**config.mk**
```make
export PLATFORM = sky130hd
export DESIGN_NAME = dmt_pres_mem
export DESIGN_NICKNAME = d
export VERILOG_FILES = /design/src/hw/rtl/dmt_pkg.sv /design/src/hw/rtl/dmt_pres_mem.sv
export SDC_FILE = /design/constraint.sdc
export NUM_CORES = 1
export LEC_CHECK = 0
export BUFFER_PORTS_ARGS = -buffer_cell sky130_fd_sc_hd__buf_4
export CAP_MARGIN = 40
export CORE_MARGIN = 4
export CORE_UTILIZATION = 56
export DETAILED_ROUTE_END_ITERATION = 6
export PLACE_DENSITY = 0.73
export SLEW_MARGIN = 20
export SYNTH_ARGS = -nofsm -noshare
export SYNTH_HDL_FRONTEND = slang
export SYNTH_SLANG_ARGS = --single-unit
```
**constraint.sdc**
```tcl
create_clock -name clk -period 1.3 [get_ports clk]
set_input_delay 0.195 -clock clk [delete_from_list [all_inputs] [get_ports clk]]
set_output_delay 0.195 -clock clk [all_outputs]
set_load 0.005 [all_outputs]
```
**src/hw/rtl/dmt_pkg.sv**
```systemverilog
package dmt_pkg;

    localparam int POS_W           = 11;
    localparam int VAL_W           = 32;
    localparam int MEX_W           = 11;
    localparam int CFG_W           = 11;
    localparam int MAX_ENTRIES_DEF = 1024;
    localparam int WORD_W          = 32;
    localparam int BIT_W           = 5;

    localparam logic [CFG_W-1:0] ENTRIES_RESET = 11'd1024;

    // Separate write enables for the two fields of a row.
    typedef struct packed {
        logic val_we;
        logic cnt_we;
    } ent_we_t;

endpackage

```
**src/hw/rtl/dmt_pres_mem.sv**
```systemverilog
module dmt_pres_mem #(
    parameter int PW  = 33,
    parameter int WAW = 6
) (
    input  logic                       clk,
    input  logic                       rst_n,
    input  logic [WAW-1:0]             rd_addr,
    output logic [dmt_pkg::WORD_W-1:0] rd_data,
    input  logic                       wr_en,
    input  logic [WAW-1:0]             wr_addr,
    input  logic [dmt_pkg::WORD_W-1:0] wr_data,
    output logic [WAW-1:0]             open_idx
);
    import dmt_pkg::*;

    logic [WORD_W-1:0] mem [PW];
    logic [WORD_W-1:0] rd_data_reg;
    logic [PW-1:0]     full_reg;

    always_ff @(posedge clk)
    begin
        if (wr_en)
        begin
            mem[wr_addr] <= wr_data;
        end
        rd_data_reg <= mem[rd_addr];
    end

    // One flag per word, set while every bit of the word is present.
    always_ff @(posedge clk or negedge rst_n)
    begin
        if (!rst_n)
        begin
            full_reg <= '0;
        end
        else if (wr_en)
        begin
            full_reg[wr_addr] <= &wr_data;
        end
    end

    always_comb
    begin
        open_idx = '0;
        for (int i = PW - 1; i >= 0; i--)
        begin
            if (!full_reg[i])
            begin
                open_idx = WAW'(i);
            end
        end
    end

    assign rd_data = rd_data_reg;

endmodule

```
## After elaboration in Yosys (flattened, before gate mapping)

Memories as Yosys holds them, arrays and structs flattened. A register that Yosys moved wholly into a read port is not among the register bits.
Cells that the tools add are included.

| storage, ports and cells | value |
|---|---|
| bits of input ports | 47 |
| register bits after elaboration | 33 |
| memories | 1 |
| bits in latches | 0 |
| word-level logic and storage cells | 44 |
| output and inout port bits | 38 |
| bits in read-only memories | 0 |
| memory bits (writable) | 1,056 |

| cells by class | value |
|---|---|
| reduce and logical (&&, ||, !) cells | 2 |
| order comparisons | 2 |
| add/subtract/negate cells | 0 |
| $mul | 0 |
| div/mod/pow operators | 0 |
| equal/unequal tests | 0 |
| shift operators | 0 |
| bitwise logic cells | 0 |
| multiplexer cells | 38 |

Memories:

| name | words | width | rd ports | clocked after Yosys merged registers in | wr ports | RTL line | source |
|---|---|---|---|---|---|---|---|
| mem | 33 | 32 | 1 | 1 | 1 | dmt_pres_mem.sv:16 | `logic [WORD_W-1:0] mem [PW];` |

Operator list:

| kind | count |
|---|---|
| two-way mux 6 bit | 33 |
| bitwise mux 33 bit | 1 |
| AND reduction 32 bit | 1 |
| less-than comparator 6 x 7 -> 1 bit, second input constant | 1 |
| demux 1 bit (select 6 bit) | 1 |
| >= comparator 6 x 1 -> 1 bit, second input constant | 1 |
| two-way mux 1 bit | 3 |
| logical AND 1 bit | 1 |

## Depth between registers and ports, before layout

| depth | value |
|---|---|
| depth after elaboration | 33 |
| gate-level depth with buffers | 8 |
| mapped depth without buffers | 6 |

## Worst setup path after synthesis

Ideal clock, no wire load.

| timing | value |
|---|---|
| kind | input-to-reg |
| from | in wr_addr[1] |
| to | reg full_reg[32] |
| stages | 5 |
| data required time | 1.219 ns |
| arrival time | 4.692 ns |
| setup slack | -3.473 ns |
| path buffers | 1 |
| path through | clkbuf_1 > nor2_1 > nand2_1 > nor4b_1 > mux2_2 |

| on the way | value |
|---|---|
| word-level cells in the longest chain between the ends | 5 |

Ends and longest elaborated chain:

| what | RTL line | source |
|---|---|---|
| start, declared | dmt_pres_mem.sv:10 | `input logic [WAW-1:0] wr_addr,` |
| less-than comparator 6 x 7 -> 1 bit (not written as such) / >= comparator 6 x 1 -> 1 bit (equally long branches) | dmt_pres_mem.sv:38 | `full_reg[wr_addr] <= &wr_data;` |
| logical AND 1 bit (not written as such) | dmt_pres_mem.sv:38 |  |
| two-way mux 1 bit (not written as such) | dmt_pres_mem.sv:38 |  |
| demux 1 bit (select 6 bit) (*) | dmt_pres_mem.sv:38 |  |
| bitwise mux 33 bit (*) | dmt_pres_mem.sv:38 |  |
| end signal, assigned by index | dmt_pres_mem.sv:38 |  |
| end, declared | dmt_pres_mem.sv:18 | `logic [PW-1:0] full_reg;` |

Mark *: on every way between the ends. The rest lies on a longest branch, timed or not.
A chain may end at the register's enable or synchronous reset.

## Final worst setup path

| timing | value |
|---|---|
| from | reg full_reg[31] |
| to | out open_idx[3] |

| on the way | value |
|---|---|
| word-level cells in the longest chain between the ends | 32 |

Ends and longest elaborated chain:

| what | RTL line | source |
|---|---|---|
| two-way mux 6 bit (32 in a row) | dmt_pres_mem.sv:47 | `if (!full_reg[i])` |
| end, declared | dmt_pres_mem.sv:12 | `output logic [WAW-1:0] open_idx` |

No other way between the ends.

==> impl_metrics.py <==
metrics = {
    "clocking": {
        "tritoncts": "yes",
        "numClockSinks": 1121,
        "clk_latency_ps": 670,
        "ctsLongestPathBuffers": 3,
        "htreeDepth": 3,
        "clk_pin_slew_ps": 60,
        "clock-root-buffer": "clkbuf_16",
        "cts_buffers": 108,
    },
    "sta": {
        "timing.final.crit_share_pct": 178.2,
        "skew_ps": 30.31,
        "drv_slew": 0,
        "finalSetupTns_ps": -7256,
        "hold_viol_final": 0,
        "tightest_slew_ps": 472.6,
        "fmax_ghz": 0.4316,
        "setup_viol_count_final": 44,
        "relSlewSlack_pct": 67.59,
        "min_period_ps": 2317,
        "setup_ws_ps": -1017,
        "rsz0062_at_grt": "true",
    },
    "route": {
        "vias_per_cell": 6.275,
        "wl_met2_um": 56760,
        "vias": 24754,
        "drc": 0,
        "first_pass_iters": 6,
        "routedWlPerCell_um": 29.39,
        "first_iter_violations": 3032,
        "met1Wirelength_um": 44070,
        "ant_nets": 0,
        "top_layer": "met4",
        "wl_met3_um": 10820,
        "routed_wl_um": 115900,
    },
    "run": {
        "drv_cap": 0,
    },
    "floorplanning": {
        "ios": 85,
        "num_rows": 101,
        "die-area_um2": 82050,
        "core-area_um2": 76330,
        "die_h_um": 286.4,
        "initial_utilization_pct": 56.88,
        "die_width_um": 286.4,
    },
    "critical_path": {
        "path_delay_family": "simple AND/OR/NAND/NOR gates",
        "critPathKind": "flop to output pin",
        "crit_arrival_ps": 2120,
        "start_kind": "flop",
        "cp.required_ps": 1110,
        "crit_path_max_incr_delay_ps": 430,
        "cp-end-kind": "output pin",
        "cp_max_fo": 2,
        "crit_path_top_delay_cell": "or3_4",
        "cp_num_buf_inv": 1,
        "path_cells": "nand4_1 -> or3_4 -> a2111oi_4 -> nor2_1 -> buf_4",
    },
    "place": {
        "dp_hpwl_um": 71170,
        "port_buffers": 84,
        "placed_area_um2": 49140,
        "place_inst": 3734,
        "gp_congestion": 0.8763,
    },
    "cells_and_area": {
        "nNetsFinal": 2869,
        "layout_commonest_cell": "edfxtp_1",
        "largest_reg_flops": 1056,
        "final_area_um2": 53890,
        "area_growth_pct": 24.14,
        "postLayoutCoreUtil_pct": 70.61,
        "fillCellCount": 4631,
        "layout-drive-gt1-share_pct": 30.33,
        "layout_common_cells": "edfxtp_1 (1,056), mux2i_1 (512), buf_4 (335), a22oi_1 (126), clkbuf_16 (110)",
        "layoutNonFillerInstCount": 3945,
        "diodes": 0,
    },
    "grt": {
        "antenna_found_initial": 0,
        "grt_max_degree": 49,
        "grt_usage_pct": 28.02,
        "grt_pass1_wl_um": 167800,
        "grt_pass1_vias": 25240,
        "overflow": 0,
    },
    "power": {
        "p_leak_nw": 19.45,
        "total_power_mw": 77.85,
        "irDropWorstVdd_v": 0.001256,
        "p_per_area_nw_per_um2": 1444,
    },
    "synthesis": {
        "synth_nets": 2417,
        "yosys_most_used_dff": "edfxtp_1",
        "netlist_instances": 2370,
        "avgSynthCellArea_um2": 18.32,
        "syn_area_um2": 43410,
        "synth_warnings": 0,
        "synth_edf_count": 1056,
        "async_flop_share_pct": 2.944,
        "ys_ff_latch": 1121,
        "seq_area_frac_synth_pct": 76.42,
        "synth_cell_types": 48,
    },
    "run_status": {
        "violations": "negative setup slack",
        "status": "complete, but fails checks",
    },
    "min_path": {
        "hp-class": "input port to asynchronous set/reset pin",
    },
}
[logic make-up (layout without fill, tap and decap cells)]
| group | Yosys count | count (layout) | synth area share, % |
|---|---|---|---|
| AO/OA/AOI/OAI | 415 | 415 | 7.623 |
| multiplexers | 539 | 539 | 12.51 |
| AND/OR/NAND/NOR | 149 | 149 | 1.571 |
| buffers and inverters | 146 | 691 | 1.882 |
| flip-flops | 1121 | 1121 | 76.42 |
[power by group]
part           total [mW]  internal [mW]  switching, mW
Combinational        4.78           2.06           2.72
Sequential           40.0           39.8          0.207
Clock                33.0           19.7           13.3
Total                77.8           61.6           16.3
[worst paths after layout]
check | end | slack (ps) | start | cells after the start
max | open_idx[3] | -1020 | full_reg[31] | 5
min | full_reg[32] | 20 | rst_n | 2
max reg2reg | rd_data[4] | -120 | mem[31][4] | 5
min reg2reg | rd_data[4] | 440 | mem[32][4] | 2
max in group asynchronous | full_reg[19] | 930 | rst_n | 2
min in group clk | mem[18][5] | 70 | wr_data[5] | 2
[final cells by class]
type	count	area (um^2)	share of cell area [%]
sequential	1121	33250	61.69
multi-input combinational	1103	10480	19.44
timing repair buffer	482	5075	9.416
clock buffer	135	2907	5.393
tap	1030	1289	2.391
clock inverter	68	879.6	1.632
inverter	6	22.52	0.04179
[per-layer routing]
layer  vias up  GRT usage, %
li1      10581             -
met1     12584         37.55
met2      1336         46.74
met3       253         5.099
met4         0         9.785
met5         -             0
[synth_stat cells, drive strengths merged, types with 2 or more instances]
cell type  count  area, um^2
clkbuf        79       334.1
a21oi         72       360.4
dfxtp         32       640.6
dfrtp         33       825.8
nor2b          6       37.54
or4            2       15.01
mux2i        512        5125
edfxtp      1056       31710
nand2b         5       31.28
a221oi        64       560.5
o21ai         13       65.06
nor3           4       20.02
nand2         58       217.7
nand4         16       100.1
nor2          41       153.9
a22o          64       560.5
or3            3       18.77
o22ai         32       200.2
inv            6       22.52
o41ai         33       529.3
a22oi        128       960.9
nand3          7       35.03
buf           61       460.4
mux2          27       304.1
[metrics by stage]
step,hold slack (ps),worst slack (ps)
finish,20.40,-1017
global route,44.64,-1102
CTS,13.95,-1004
detailed placement,169.1,-778.5
global placement,151.9,-678.8
floorplan,-100.6,-1021
[what timing repair did]
action / in CTS / in global routing
setup buffers: 2 / 1
hold buffers: 7 / 0
hold endpoints to repair: 48 / 0
pin swaps: 111 / 22
gates resized for setup: 168 / 35
endpoints found under the setup margin: 70 / 66
Note: power is estimated with default switching activity, not from simulation.
